===== src/hdl/warq_pkg.sv =====
// Shared types and constants of the windowed ARQ transport engine.
// Used by the front end, the command queue, the back end and the top level.
package warq_pkg;

  localparam logic [2:0] FUNC_PACKET = 3'd0;
  localparam logic [2:0] FUNC_IDLE   = 3'd1;
  localparam logic [2:0] FUNC_SCAN   = 3'd2;
  localparam logic [2:0] FUNC_SUBMIT = 3'd3;
  localparam logic [2:0] FUNC_TAKE   = 3'd4;

  localparam logic [1:0] KIND_DATA   = 2'd0;
  localparam logic [1:0] KIND_ACK    = 2'd1;
  localparam logic [1:0] KIND_DUPACK = 2'd2;

  localparam logic [7:0] TIMEOUT_RESET = 8'd2;

  typedef enum logic [2:0] {
    OP_DATA,
    OP_ACK,
    OP_DUPACK,
    OP_IDLE,
    OP_SCAN,
    OP_SUBMIT,
    OP_TAKE,
    OP_NOP
  } op_e;

  typedef enum logic [2:0] {
    EMIT_ACK     = 3'd0,
    EMIT_DUPACK  = 3'd1,
    EMIT_RESEND  = 3'd2,
    EMIT_SEND    = 3'd3,
    EMIT_DELIVER = 3'd4
  } emit_e;

  typedef struct packed {
    op_e         op;
    logic [15:0] seq;
    logic [3:0]  win;
    logic [63:0] word;
    logic [31:0] now;
  } cmd_t;

  typedef struct packed {
    emit_e       kind;
    logic [15:0] ack;
    logic [3:0]  free;
    logic [63:0] msg;
  } res_t;

endpackage


===== src/hdl/warq_front.sv =====
// Front end: accepts input beats and turns them into commands for the queue.
// Depends on warq_pkg.
module warq_front import warq_pkg::*; (
  input  logic         clk_i,
  input  logic         rst_ni,
  input  logic         s_axis_tvalid_i,
  output logic         s_axis_tready_o,
  // tdata: packet_seq[15:0], packet_window[19:16], message_word[83:20],
  // now_seconds[115:84], zero fill above.
  input  logic [119:0] s_axis_tdata_i,
  // tuser: func[2:0], packet_kind[4:3].
  input  logic [4:0]   s_axis_tuser_i,
  input  logic         full_i,
  output logic         push_o,
  output cmd_t         cmd_o
);

  logic [2:0] func;
  logic [1:0] kind;
  op_e        op;
  logic       beat;

  assign func = s_axis_tuser_i[2:0];
  assign kind = s_axis_tuser_i[4:3];

  always_comb begin
    op = OP_NOP;
    case (func)
      FUNC_PACKET: begin
        case (kind)
          KIND_DATA:   op = OP_DATA;
          KIND_ACK:    op = OP_ACK;
          KIND_DUPACK: op = OP_DUPACK;
          default:     op = OP_NOP;
        endcase
      end
      FUNC_IDLE:   op = OP_IDLE;
      FUNC_SCAN:   op = OP_SCAN;
      FUNC_SUBMIT: op = OP_SUBMIT;
      FUNC_TAKE:   op = OP_TAKE;
      default:     op = OP_NOP;
    endcase
  end

  assign s_axis_tready_o = ~full_i;
  assign beat            = s_axis_tvalid_i & ~full_i;
  assign push_o          = beat & (op != OP_NOP);

  assign cmd_o.op   = op;
  assign cmd_o.seq  = s_axis_tdata_i[15:0];
  assign cmd_o.win  = s_axis_tdata_i[19:16];
  assign cmd_o.word = s_axis_tdata_i[83:20];
  assign cmd_o.now  = s_axis_tdata_i[115:84];

endmodule


===== src/hdl/warq_cmd_fifo.sv =====
// Two-entry command queue between the front end and the back end.
// Depends on warq_pkg.
module warq_cmd_fifo import warq_pkg::*; (
  input  logic clk_i,
  input  logic rst_ni,
  input  logic push_i,
  input  cmd_t push_data_i,
  output logic full_o,
  input  logic pop_i,
  output cmd_t pop_data_o,
  output logic empty_o
);

  cmd_t       mem_q [2];
  logic       wr_q;
  logic       rd_q;
  logic [1:0] cnt_q;

  assign full_o     = (cnt_q == 2'd2);
  assign empty_o    = (cnt_q == 2'd0);
  assign pop_data_o = mem_q[rd_q];

  always_ff @(posedge clk_i) begin
    if (push_i) begin
      mem_q[wr_q] <= push_data_i;
    end
  end

  always_ff @(posedge clk_i or negedge rst_ni) begin
    if (!rst_ni) begin
      wr_q  <= 1'b0;
      rd_q  <= 1'b0;
      cnt_q <= 2'd0;
    end else begin
      if (push_i) begin
        wr_q <= ~wr_q;
      end
      if (pop_i) begin
        rd_q <= ~rd_q;
      end
      case ({push_i, pop_i})
        2'b10:   cnt_q <= cnt_q + 2'd1;
        2'b01:   cnt_q <= cnt_q - 2'd1;
        default: cnt_q <= cnt_q;
      endcase
    end
  end

endmodule


===== src/hdl/warq_back.sv =====
// Back end: executes queued commands on the receive and send stores and
// produces result beats through a hold stage and an output register.
// Depends on warq_pkg.
module warq_back import warq_pkg::*; #(
  parameter int BUFFER_DEPTH = 8,
  parameter int MESSAGE_BITS = 64
) (
  input  logic       clk_i,
  input  logic       rst_ni,
  input  logic [7:0] timeout_i,
  input  logic       empty_i,
  input  cmd_t       cmd_i,
  output logic       pop_o,
  output logic       out_valid_o,
  input  logic       out_ready_i,
  output res_t       out_res_o,
  output logic       out_last_o
);

  localparam int PW   = (BUFFER_DEPTH > 1) ? $clog2(BUFFER_DEPTH) : 1;
  localparam int CW   = $clog2(BUFFER_DEPTH + 1);
  localparam int CMPW = (CW > 4) ? CW : 4;
  localparam logic [CW-1:0] DEPTH_C    = CW'(BUFFER_DEPTH);
  localparam logic [3:0]    WIN_RESET  = 4'(BUFFER_DEPTH % 16);

  typedef enum logic [2:0] {
    S_IDLE,
    S_EXEC,
    S_TAKE,
    S_SCAN_RD,
    S_SCAN_CHK,
    S_SCAN_NEW,
    S_FLUSH
  } state_e;

  function automatic logic [PW-1:0] ptr_next(input logic [PW-1:0] p);
    return (p == PW'(BUFFER_DEPTH - 1)) ? '0 : p + PW'(1);
  endfunction

  function automatic logic [3:0] free_of(input logic [CW-1:0] used);
    logic [31:0] f;
    f = 32'(BUFFER_DEPTH) - 32'(used);
    return f[3:0];
  endfunction

  logic [MESSAGE_BITS-1:0] recv_mem  [BUFFER_DEPTH];
  logic [MESSAGE_BITS-1:0] send_mem  [BUFFER_DEPTH];
  logic [31:0]             stamp_mem [BUFFER_DEPTH];

  state_e                  state_q;
  cmd_t                    cmd_q;
  logic [PW-1:0]           recv_head_q, recv_tail_q;
  logic [CW-1:0]           recv_used_q;
  logic                    no_room_q;
  logic [15:0]             last_acked_q;
  logic [PW-1:0]           send_head_q, send_tail_q;
  logic [CW-1:0]           send_used_q;
  logic [3:0]              window_q;
  logic                    pending_q;
  logic [MESSAGE_BITS-1:0] pending_word_q;
  logic [PW-1:0]           scan_idx_q;
  logic [CW-1:0]           scan_cnt_q;
  logic                    hold_valid_q;
  res_t                    hold_q;
  logic                    out_valid_q;
  logic                    out_valid_d;
  res_t                    out_q;
  logic                    out_last_q;

  logic [MESSAGE_BITS-1:0] recv_rd_q;
  logic [MESSAGE_BITS-1:0] send_rd_q;
  logic [31:0]             stamp_rd_q;

  logic                    out_free, can_produce, produce, flush_go;
  res_t                    prod_res;
  logic                    recv_room, send_ok, due;
  logic [31:0]             age;
  logic [CW-1:0]           data_used;
  logic                    recv_we, send_we, stamp_we;
  logic [PW-1:0]           stamp_waddr;

  assign out_free    = ~out_valid_q | out_ready_i;
  assign can_produce = ~hold_valid_q | out_free;
  assign recv_room   = (recv_used_q < DEPTH_C);
  assign send_ok     = pending_q && (CMPW'(send_used_q) < CMPW'(window_q)) &&
                       (send_used_q < DEPTH_C);
  assign age         = cmd_q.now - stamp_rd_q;
  assign due         = (age >= 32'(timeout_i));
  assign data_used   = recv_room ? recv_used_q + CW'(1) : recv_used_q;
  assign pop_o       = (state_q == S_IDLE) && !empty_i;
  assign flush_go    = (state_q == S_FLUSH) && hold_valid_q && out_free;
  assign out_valid_d = (produce && hold_valid_q) || flush_go ||
                       (out_valid_q && !out_ready_i);

  always_comb begin
    produce     = 1'b0;
    prod_res    = '0;
    recv_we     = 1'b0;
    send_we     = 1'b0;
    stamp_we    = 1'b0;
    stamp_waddr = send_tail_q;
    case (state_q)
      S_EXEC: begin
        case (cmd_q.op)
          OP_DATA: begin
            produce       = can_produce;
            prod_res.kind = EMIT_ACK;
            prod_res.ack  = cmd_q.seq;
            prod_res.free = free_of(data_used);
            recv_we       = can_produce && recv_room;
          end
          OP_IDLE: begin
            if (no_room_q && recv_room) begin
              produce       = can_produce;
              prod_res.kind = EMIT_DUPACK;
              prod_res.ack  = last_acked_q;
              prod_res.free = free_of(recv_used_q);
            end
          end
          default: begin
            produce = 1'b0;
          end
        endcase
      end
      S_TAKE: begin
        produce       = can_produce;
        prod_res.kind = EMIT_DELIVER;
        prod_res.msg  = 64'(recv_rd_q);
      end
      S_SCAN_CHK: begin
        if (due) begin
          produce       = can_produce;
          prod_res.kind = EMIT_RESEND;
          prod_res.msg  = 64'(send_rd_q);
          stamp_we      = can_produce;
          stamp_waddr   = scan_idx_q;
        end
      end
      S_SCAN_NEW: begin
        if (send_ok) begin
          produce       = can_produce;
          prod_res.kind = EMIT_SEND;
          prod_res.msg  = 64'(pending_word_q);
          send_we       = can_produce;
          stamp_we      = can_produce;
        end
      end
      default: begin
        produce = 1'b0;
      end
    endcase
  end

  always_ff @(posedge clk_i) begin
    if (recv_we) begin
      recv_mem[recv_tail_q] <= cmd_q.word[MESSAGE_BITS-1:0];
    end
    recv_rd_q <= recv_mem[recv_head_q];
  end

  always_ff @(posedge clk_i) begin
    if (send_we) begin
      send_mem[send_tail_q] <= pending_word_q;
    end
    if (stamp_we) begin
      stamp_mem[stamp_waddr] <= cmd_q.now;
    end
    send_rd_q  <= send_mem[scan_idx_q];
    stamp_rd_q <= stamp_mem[scan_idx_q];
  end

  always_ff @(posedge clk_i or negedge rst_ni) begin
    if (!rst_ni) begin
      state_q        <= S_IDLE;
      cmd_q          <= '0;
      recv_head_q    <= '0;
      recv_tail_q    <= '0;
      recv_used_q    <= '0;
      no_room_q      <= 1'b0;
      last_acked_q   <= '0;
      send_head_q    <= '0;
      send_tail_q    <= '0;
      send_used_q    <= '0;
      window_q       <= WIN_RESET;
      pending_q      <= 1'b0;
      pending_word_q <= '0;
      scan_idx_q     <= '0;
      scan_cnt_q     <= '0;
      hold_valid_q   <= 1'b0;
      hold_q         <= '0;
      out_valid_q    <= 1'b0;
      out_q          <= '0;
      out_last_q     <= 1'b0;
    end else begin
      out_valid_q <= out_valid_d;
      if (produce) begin
        if (hold_valid_q) begin
          out_q      <= hold_q;
          out_last_q <= 1'b0;
        end
        hold_q       <= prod_res;
        hold_valid_q <= 1'b1;
      end

      case (state_q)
        S_IDLE: begin
          if (!empty_i) begin
            cmd_q   <= cmd_i;
            state_q <= S_EXEC;
          end
        end
        S_EXEC: begin
          case (cmd_q.op)
            OP_DATA: begin
              if (can_produce) begin
                if (recv_room) begin
                  recv_tail_q <= ptr_next(recv_tail_q);
                  recv_used_q <= recv_used_q + CW'(1);
                end else begin
                  no_room_q <= 1'b1;
                end
                last_acked_q <= cmd_q.seq;
                state_q      <= S_FLUSH;
              end
            end
            OP_ACK: begin
              if (send_used_q != '0) begin
                send_head_q <= ptr_next(send_head_q);
                send_used_q <= send_used_q - CW'(1);
              end
              window_q <= cmd_q.win;
              state_q  <= S_IDLE;
            end
            OP_DUPACK: begin
              window_q <= cmd_q.win;
              state_q  <= S_IDLE;
            end
            OP_IDLE: begin
              if (no_room_q && recv_room) begin
                if (can_produce) begin
                  no_room_q <= 1'b0;
                  state_q   <= S_FLUSH;
                end
              end else begin
                state_q <= S_IDLE;
              end
            end
            OP_SCAN: begin
              scan_idx_q <= send_head_q;
              scan_cnt_q <= '0;
              state_q    <= S_SCAN_RD;
            end
            OP_SUBMIT: begin
              if (!pending_q) begin
                pending_q      <= 1'b1;
                pending_word_q <= cmd_q.word[MESSAGE_BITS-1:0];
              end
              state_q <= S_IDLE;
            end
            OP_TAKE: begin
              state_q <= (recv_used_q != '0) ? S_TAKE : S_IDLE;
            end
            default: begin
              state_q <= S_IDLE;
            end
          endcase
        end
        S_TAKE: begin
          if (can_produce) begin
            recv_head_q <= ptr_next(recv_head_q);
            recv_used_q <= recv_used_q - CW'(1);
            state_q     <= S_FLUSH;
          end
        end
        S_SCAN_RD: begin
          state_q <= (scan_cnt_q == send_used_q) ? S_SCAN_NEW : S_SCAN_CHK;
        end
        S_SCAN_CHK: begin
          if (!due || can_produce) begin
            scan_idx_q <= ptr_next(scan_idx_q);
            scan_cnt_q <= scan_cnt_q + CW'(1);
            state_q    <= S_SCAN_RD;
          end
        end
        S_SCAN_NEW: begin
          if (send_ok) begin
            if (can_produce) begin
              send_tail_q <= ptr_next(send_tail_q);
              send_used_q <= send_used_q + CW'(1);
              pending_q   <= 1'b0;
              state_q     <= S_FLUSH;
            end
          end else begin
            state_q <= S_FLUSH;
          end
        end
        S_FLUSH: begin
          if (!hold_valid_q) begin
            state_q <= S_IDLE;
          end else if (out_free) begin
            out_q        <= hold_q;
            out_last_q   <= 1'b1;
            hold_valid_q <= 1'b0;
            state_q      <= S_IDLE;
          end
        end
        default: begin
          state_q <= S_IDLE;
        end
      endcase
    end
  end

  assign out_valid_o = out_valid_q;
  assign out_res_o   = out_q;
  assign out_last_o  = out_last_q;

endmodule


===== src/hdl/windowed_arq_transport_engine.sv =====
// Top level of the windowed ARQ transport engine for one connection.
// Instantiates warq_front, warq_cmd_fifo and warq_back; depends on warq_pkg.
//
//   Channel  Direction  Handshake                 Payload
//   s_axis   in         s_axis_tvalid/tready      tdata: seq, window, word, now
//                                                 tuser: func, packet kind
//   m_axis   out        m_axis_tvalid/tready      tdata: ack, free, message
//                                                 tuser: emit kind; tlast
//   cfg      in         cfg_valid/cfg_ready       cfg_data: resend timeout
//
// Each command is executed by the back end as a sequence of states; a scan tick
// visits every entry in the send store, reading each one from its store memories
// in a read state and then checking it in a check state. The two-entry command queue
// lets input beats be accepted while the back end works. A stalled output holds
// the back end once its output register and hold stage are full. Reset is
// asynchronous and needs no clearing pass; the stores are read only below their
// fill counts.
module windowed_arq_transport_engine import warq_pkg::*; #(
  parameter int BUFFER_DEPTH = 8,
  parameter int MESSAGE_BITS = 64
) (
  input  logic         clk_i,
  input  logic         rst_ni,
  input  logic         s_axis_tvalid_i,
  output logic         s_axis_tready_o,
  // tdata: packet_seq[15:0], packet_window[19:16], message_word[83:20],
  // now_seconds[115:84], zero fill above.
  input  logic [119:0] s_axis_tdata_i,
  // tuser: func[2:0], packet_kind[4:3].
  input  logic [4:0]   s_axis_tuser_i,
  output logic         m_axis_tvalid_o,
  input  logic         m_axis_tready_i,
  // tdata: ack_number[15:0], free_space[19:16], message_out[83:20],
  // zero fill above.
  output logic [87:0]  m_axis_tdata_o,
  // tuser: emit_kind[2:0].
  output logic [2:0]   m_axis_tuser_o,
  output logic         m_axis_tlast_o,
  input  logic         cfg_valid_i,
  output logic         cfg_ready_o,
  input  logic [7:0]   cfg_data_i
);

  logic [7:0] timeout_q;
  logic       push, full, pop, empty;
  cmd_t       push_cmd, pop_cmd;
  res_t       res;

  always_ff @(posedge clk_i or negedge rst_ni) begin
    if (!rst_ni) begin
      timeout_q <= TIMEOUT_RESET;
    end else if (cfg_valid_i) begin
      timeout_q <= cfg_data_i;
    end
  end

  assign cfg_ready_o = 1'b1;

  warq_front u_front (
    .clk_i          (clk_i),
    .rst_ni         (rst_ni),
    .s_axis_tvalid_i(s_axis_tvalid_i),
    .s_axis_tready_o(s_axis_tready_o),
    .s_axis_tdata_i (s_axis_tdata_i),
    .s_axis_tuser_i (s_axis_tuser_i),
    .full_i         (full),
    .push_o         (push),
    .cmd_o          (push_cmd)
  );

  warq_cmd_fifo u_fifo (
    .clk_i      (clk_i),
    .rst_ni     (rst_ni),
    .push_i     (push),
    .push_data_i(push_cmd),
    .full_o     (full),
    .pop_i      (pop),
    .pop_data_o (pop_cmd),
    .empty_o    (empty)
  );

  warq_back #(
    .BUFFER_DEPTH(BUFFER_DEPTH),
    .MESSAGE_BITS(MESSAGE_BITS)
  ) u_back (
    .clk_i      (clk_i),
    .rst_ni     (rst_ni),
    .timeout_i  (timeout_q),
    .empty_i    (empty),
    .cmd_i      (pop_cmd),
    .pop_o      (pop),
    .out_valid_o(m_axis_tvalid_o),
    .out_ready_i(m_axis_tready_i),
    .out_res_o  (res),
    .out_last_o (m_axis_tlast_o)
  );

  assign m_axis_tdata_o = {4'd0, res.msg, res.free, res.ack};
  assign m_axis_tuser_o = res.kind;

endmodule


===== config.mk =====
export PLATFORM = sky130hd
export DESIGN_NAME = windowed_arq_transport_engine
export DESIGN_NICKNAME = d
export VERILOG_FILES = /design/src/hdl/warq_pkg.sv /design/src/hdl/warq_front.sv /design/src/hdl/warq_cmd_fifo.sv /design/src/hdl/warq_back.sv /design/src/hdl/windowed_arq_transport_engine.sv
export SDC_FILE = /design/constraint.sdc
export NUM_CORES = 2
export LEC_CHECK = 0
export BUFFER_PORTS_ARGS = -buffer_cell sky130_fd_sc_hd__buf_2
export CAP_MARGIN = 20
export CELL_PAD_IN_SITES_DETAIL_PLACEMENT = 1
export CELL_PAD_IN_SITES_GLOBAL_PLACEMENT = 2
export CORE_UTILIZATION = 48
export CTS_CLUSTER_DIAMETER = 80
export CTS_CLUSTER_SIZE = 25
export DETAILED_ROUTE_END_ITERATION = 7
export HOLD_SLACK_MARGIN = 0.12
export PLACE_DENSITY_LB_ADDON = 0.15
export SYNTH_ARGS = -nofsm -noshare
export SYNTH_HDL_FRONTEND = slang
export SYNTH_SLANG_ARGS = --single-unit

===== constraint.sdc =====
create_clock -name clk_i -period 10.1 [get_ports clk_i]
set_input_delay 2.02 -clock clk_i [delete_from_list [all_inputs] [get_ports clk_i]]
set_output_delay 2.02 -clock clk_i [all_outputs]
set_load 0.02 [all_outputs]

Word level (Yosys, flattened, before mapping) --
Memories as Yosys holds them, arrays and structs flattened. A register that Yosys moved wholly into a read port is not among the register bits. Index checks and enable logic that the tools add are counted.
Word-level totals: memories 4, memory bits (writable) 1518, word-level logic and storage cells 235, register bits after elaboration 305
Cells by class: multiplexer cells 85, add/sub/neg operators 15, order comparisons 4, reductions and logical operators 43, equality and inequality tests 44, bitwise logic cells 11
Memory list:
- u_back.recv_mem | depth 8, width 64, read ports 1, clocked after Yosys merged registers in 1, write ports 1, RTL line warq_back.sv:46 | logic [MESSAGE_BITS-1:0] recv_mem [BUFFER_DEPTH];
- u_back.send_mem | depth 8, width 64, read ports 1, clocked after Yosys merged registers in 1, write ports 1, RTL line warq_back.sv:47 | logic [MESSAGE_BITS-1:0] send_mem [BUFFER_DEPTH];
- u_back.stamp_mem | depth 8, width 32, read ports 1, clocked after Yosys merged registers in 1, write ports 1, RTL line warq_back.sv:48 | logic [31:0] stamp_mem [BUFFER_DEPTH];
- u_fifo.mem_q | depth 2, width 119, read ports 1, clocked after Yosys merged registers in 1, write ports 1, RTL line warq_cmd_fifo.sv:14 | cmd_t mem_q [2];
Operators by type and width (count):
- 87-bit 2-to-1 mux | 5
- 64-bit one-hot mux with 3 select lines | 1
- 64-bit 2-to-1 mux | 2
- 3-bit 2-to-1 mux | 16
- 23-bit one-hot mux with 2 select lines | 1
- 4-bit 2-to-1 mux | 10
- 3-bit == test (second input constant) | 12
- 32-bit by 8-bit greater-or-equal comparator with 1-bit output | 1
- 32-bit subtractor | 1
- 1-bit 2-to-1 mux | 30
- 3-bit one-hot mux with 4 select lines | 2
- 4-bit one-hot mux with 2 select lines | 3
- 21-bit 2-to-1 mux | 1
- 3-bit one-hot mux with 7 select lines | 1
- 20-bit 2-to-1 mux | 1
- 2-bit by 1-bit inequality test with 1-bit output (second input constant) | 10
- 3-bit by 2-bit == test with 1-bit output (second input constant) | 6
- 3-bit AND reduction | 6
- 3-bit by 1-bit adder with 3-bit output (second input constant) | 5
- 3-bit one-hot mux with 5 select lines | 1
- 4-bit by 1-bit adder with 4-bit output (second input constant) | 3
- 4-bit AND reduction | 3
- 2-bit inequality test (second input constant) | 5
- 2-bit nonzero test | 5
- other kinds (30) | 71

Logic depth before layout (Yosys ltp) --
word-level depth 10, gate-level depth with buffers 19

Modules after synthesis --
From an unflattened synthesis, not the netlist that was laid out.
Unflattened totals: cell total of the unflattened synthesis 4268, area total of the unflattened synthesis 81051.5 um^2
By module, submodules not included:
- warq_back | cells an instance 3731, times used 1, sequential area each 51951.1 um^2, area an instance 70923.0 um^2
- warq_cmd_fifo | cells an instance 386, times used 1, sequential area each 7247.0 um^2, area an instance 8804.7 um^2
- warq_front | cells an instance 127, times used 1, sequential area each 0.0 um^2, area an instance 945.9 um^2
- windowed_arq_transport_engine | cells an instance 24, times used 1, sequential area each 201.4 um^2, area an instance 377.9 um^2

Least setup slack after synthesis --
OpenSTA, ideal clock, no wires.
path kind input -> register, start in m_axis_tready_i, end mem u_back.recv_mem[0][0] (enable), buffers on the path 1, arrival 9237 ps, setup slack 197 ps, cell stages on the path 5, cell sequence nand2b_1 -> or2_2 -> clkbuf_1 -> nand3_1 -> nor4b_1
On the way: word-level cells in the longest chain between the ends 7
Ends and longest elaborated chain:
- start: declaration | RTL line windowed_arq_transport_engine.sv:32 | input logic m_axis_tready_i,
- 1-bit OR | RTL line warq_back.sv:82 | assign out_free = ~out_valid_q | out_ready_i;
- 1-bit OR | RTL line warq_back.sv:83 | assign can_produce = ~hold_valid_q | out_free;
- 1-bit logical AND | RTL line warq_back.sv:110 | recv_we = can_produce && recv_room;
- 1-bit 2-to-1 mux | RTL line warq_back.sv:104 | case (cmd_q.op)
- 1-bit 2-to-1 mux | RTL line warq_back.sv:102 | case (state_q)
- 1-bit 2-to-1 mux | RTL line warq_back.sv:155 | if (recv_we) begin
- 1-bit 2-to-1 mux (implied by the code) | RTL line warq_back.sv:156 | recv_mem[recv_tail_q] <= cmd_q.word[MESSAGE_BITS-1:0];
- end: declaration | RTL line warq_back.sv:46
No other way between the ends.

Final worst setup path --
start reg u_back.cmd_q[0] in the netlist's numbering, end reg u_back.hold_q[24] in the netlist's numbering
On the way: word-level cells in the longest chain between the ends 4, elaborated cells on any way between the ends 6, those cells by class 1 x add/sub; 1 x order compare; 4 x mux
Ends and longest elaborated chain:
- start: declaration | RTL line warq_back.sv:51 | cmd_t cmd_q;
- start signal: assignment | RTL line warq_back.sv:208 | cmd_q <= cmd_i;
- 32-bit subtractor (*) | RTL line warq_back.sv:87 | assign age = cmd_q.now - stamp_rd_q;
- 32-bit by 8-bit greater-or-equal comparator with 1-bit output (*) | RTL line warq_back.sv:88 | assign due = (age >= 32'(timeout_i));
- 1-bit 2-to-1 mux / 64-bit 2-to-1 mux (equally long branches) | RTL line warq_back.sv:131 | if (due) begin
- 1-bit one-hot mux with 4 select lines / 64-bit one-hot mux with 3 select lines (equally long branches) | RTL line warq_back.sv:102
- end signal: assignment | RTL line warq_back.sv:201 | hold_q <= prod_res;
- end: declaration | RTL line warq_back.sv:64 | res_t hold_q;
Mark *: on every way between the ends. The rest lies on a longest branch, timed or not. A chain may end at the register's enable or synchronous reset.

==> flow_summary.ini <==
[outcome]
status = finished, violations left
failed_checks = design-rule violations

[sta]
finalCritPeriodShare_pct = 63.1
setup_viol_count_final = 0
max_clock_freq_ghz = 0.157
skew_ns = 0.0354
grt_setup_unrepaired = no
hold_viol_final = 0
final_critical_path_setup_slack_ns = 3.73
final_max_slew_viol_count = 0
max_slew.worst_pin.slew_ns = 1.15
final_period_minus_worst_setup_slack_ns = 6.37
fin_worst_hold_slack_ns = 0.482
max_slew_margin_pct = 23.3
finalSetupTns_ns = 0

[synthesis]
synthesis.yosys.warnings = 0
library_cells_used_by_synthesis = 83
post_synthesis_sequential_element_count = 2102
synthesis.instances = 4339
avg_inst_size_synth_sq_um = 18.5
synth_async_sr_flop_share_pct = 20.2
seq_area_frac_synth_pct = 74.1
synth_edf_count = 1518
synth_top_flop_cell = sky130_fd_sc_hd__edfxtp_1
post_synth_instance_area_sq_um = 80100

[finish]
layout-drive-gt1-share_pct = 27.2
finish.utilization_pct = 53.0
commonest_cells_after_routing_fill_and_taps_aside = sky130_fd_sc_hd__edfxtp_1, sky130_fd_sc_hd__dfrtp_1, sky130_fd_sc_hd__mux2_2
commonest_non_fill_non_tap_cell_in_the_layout = sky130_fd_sc_hd__edfxtp_1
fillerInstances = 14800
final_net_count = 4722
area_delta_synth_final_pct = 9.39

[setup_path]
critical-path-slowest-cell = sky130_fd_sc_hd__nor2_4
critPathKind = register to register
worstReg2RegEnd = u_back.hold_q[24]
cp.arrival_ns = 7.00
max_stage_delay_ns = 0.79
critical_path.cell_chain = inv_1 -> ha_1 -> fa_1 -> nand2b_1 -> a21oi_1 -> nor2_1 -> xnor2_1 -> ha_1 -> a21oi_1 -> o221ai_1 -> a221o_1 -> nor4_1 -> o2111ai_1 -> or4_4 -> nor2_4 -> buf_4 -> o21ai_0 -> mux2_2
cp.buffers_inverters = 2
worst-r2r-cell-count = 18
setup.reg_to_reg.worst_slack_ns = 3.73
rr_startpoint = u_back.cmd_q[0]
critical_path_peak_fanout = 44
top_delay_family_on_crit_path = simple AND/OR/NAND/NOR gates
worstSetupEndpointType = register
type_of_origin_of_the_critical_path = register
required_ns = 10.73

[cts]
postCtsSetupBuffers = 0
htreeDepth = 3
worst_skew_late_latency_ns = 0.76
tritoncts = yes
cts_buffers = 108
cts_buffer_depth = 3
cts.clk_slew.worst_paths_ns = 0.09
cts.repair.resized = 0
cts.sinks = 2102
cts_hold_repair.buffers = 0
clk_root_buf = sky130_fd_sc_hd__clkbuf_16

[hold_path]
min-delay-path-class = register to register
holdPathEnd = u_back.last_acked_q[4]
worstHoldPathCells = 2
hold_path_startpoint = u_back.last_acked_q[4]

[routing]
ant_nets = 0
detail_route.vias_per_cell = 5.77
post-route-drc-count = 26
routedWlPerCell_microns = 27.2
detailedRoute.firstIterationViolations = 2875
drt_pre_antenna_iters = 8
wirelength_mm = 186
routed-via-count = 39300

[die]
die_width_microns = 411
rows = 149
die-area_sq_um = 169000
floorplan.initialDensity_pct = 48.5
fp.dieH_microns = 411
core_area_sq_um = 165000
ios = 233

[global_route]
grt_antenna_before_repair = 4
first_global_vias = 41800
grt_start_max_net_pins = 167
grt_first_pass_wirelength_mm = 276
grt_overflow = 0
gr-usage-all-layers_pct = 22.2

[placement]
pre_cts_ws_ns = 3.66
io_buffers = 223
place.gp.congestion = 0.831
dpl.hpwl_mm = 103

[run]
maxCapViolations = 0

[power]
power_density_nw_per_um2 = 288
power.ir.vdd_worst_mv = 0.350
pleak_nw = 31.0
totalPowerFinal_w = 0.0253
worst register-to-register path, delay by kind of cell (launching register included):
kind	cells	cell delay (ns)
multiplexers	1	0.39
XOR/XNOR	1	0.15
flip-flops	1	0.51
buffers and inverters	2	0.86
adder cells (fa/ha/maj)	3	0.82
AO/OA/AOI/OAI	6	1.60
AND/OR/NAND/NOR	5	1.94
cell families (layout without fill, tap and decap cells):
family,Yosys count,after routing,share of synthesized area (%)
DFF,2102,2102,74.1
muxes,858,858,16.6
and+or+nand+nor,516,516,2.78
AOI/OAI and AO/OA,470,470,3.59
buffers and inverters,294,569,1.50
adders and majority gates,61,61,0.971
xor gates and xnor gates,36,36,0.393
other,2,9,0.00937
metrics by stage:
| stage | instances | cell area, sq um |
|---|---|---|
| after floorplan | 4342 | 80100 |
| after global placement | 6601 | 84000 |
| after global routing | 6808 | 87700 |
| after CTS | 6806 | 87700 |
| final | 6810 | 87700 |
| after detailed placement | 6602 | 84000 |
report_power, final:
part	total (W)	internal [W]	switching (W)
Combinational	0.00758	0.00345	0.00412
Clock	0.00513	0.00229	0.00285
Sequential	0.0126	0.0111	0.00144
cells in the mapped netlist (8+ instances only):
cell type                     n  area share, %
sky130_fd_sc_hd__edfxtp_1  1518             57
sky130_fd_sc_hd__dfrtp_1    422             13
sky130_fd_sc_hd__mux2_2     356            5.0
sky130_fd_sc_hd__mux4_2     320            9.0
sky130_fd_sc_hd__nor2_1     210           0.98
sky130_fd_sc_hd__nand2_1    182           0.85
sky130_fd_sc_hd__a21oi_1    175            1.1
sky130_fd_sc_hd__clkbuf_1   164           0.77
sky130_fd_sc_hd__dfxtp_1    160            4.0
sky130_fd_sc_hd__mux2i_1    125            1.6
sky130_fd_sc_hd__o21ai_0    110           0.69
sky130_fd_sc_hd__a22oi_1     82           0.77
sky130_fd_sc_hd__inv_1       62           0.29
sky130_fd_sc_hd__ha_1        59           0.92
sky130_fd_sc_hd__mux2_4      56            1.0
sky130_fd_sc_hd__buf_1       37           0.17
sky130_fd_sc_hd__nor3_1      22           0.14
sky130_fd_sc_hd__xnor2_1     22           0.24
sky130_fd_sc_hd__nand2b_1    21           0.16
sky130_fd_sc_hd__nand3_1     21           0.13
sky130_fd_sc_hd__buf_2       17           0.11
sky130_fd_sc_hd__a211oi_1    14           0.13
sky130_fd_sc_hd__xor2_1      14           0.15
sky130_fd_sc_hd__nand4_1     13           0.10
sky130_fd_sc_hd__a21o_1      11           0.10
sky130_fd_sc_hd__buf_6        8           0.11
sky130_fd_sc_hd__o211ai_1     8          0.075
sky130_fd_sc_hd__o22ai_1      8          0.062
sky130_fd_sc_hd__or3_1        8          0.062
flip-flops by register name, summed over array words and instances (netlist names), 8 cells and up:
register	cells
timeout_q	8
u_back.cmd_q	119
u_back.hold_q	87
u_back.last_acked_q	16
u_back.out_res_o	87
u_back.pending_word_q	64
u_back.recv_mem	512
u_back.recv_rd_q	64
u_back.send_mem	512
u_back.send_rd_q	64
u_back.stamp_mem	256
u_back.stamp_rd_q	32
u_fifo.mem_q	238
final cells by class:
| type | instances | area (sq um) | area share, % |
|---|---|---|---|
| sequential | 2102 | 59400 | 67.8 |
| antenna | 4 | 10.0 | 0.0114 |
| clock buffer | 152 | 2970 | 3.39 |
| tap | 2189 | 2740 | 3.12 |
| inverter | 62 | 233 | 0.265 |
| timing repair buffer | 303 | 1810 | 2.06 |
| multi-input combinational | 1946 | 19800 | 22.6 |
| clock inverter | 52 | 634 | 0.724 |
how the worst max path moves through the flow:
| stage | startpoint | end | slack, ns | cells past startpoint |
|---|---|---|---|---|
| final | u_back.cmd_q[0] | u_back.hold_q[24] | 3.73 | 18 |
| after global routing | u_back.cmd_q[0] | u_back.hold_q[24] | 3.25 | 18 |
| after CTS | u_back.cmd_q[0] | u_back.hold_q[33] | 3.63 | 18 |
| after detailed placement | u_back.cmd_q[0] | u_back.hold_q[33] | 3.66 | 18 |
| after global placement | u_back.cmd_q[0] | u_back.hold_q[33] | 3.64 | 18 |
| after floorplan | m_axis_tready_i | u_back.recv_mem[0][0] | 0.20 | 5 |
layer usage:
metal	routed length, microns	share of wire (%)	up-vias	GRT usage [%]
met4	4180	2.3	0	4.99
met1	81300	44	21100	30.7
met5	0	0	-	0
met3	7150	3.9	208	2.56
met2	92900	50	792	37.8
li1	-	-	17200	-
(Power assumes the default switching activity.)
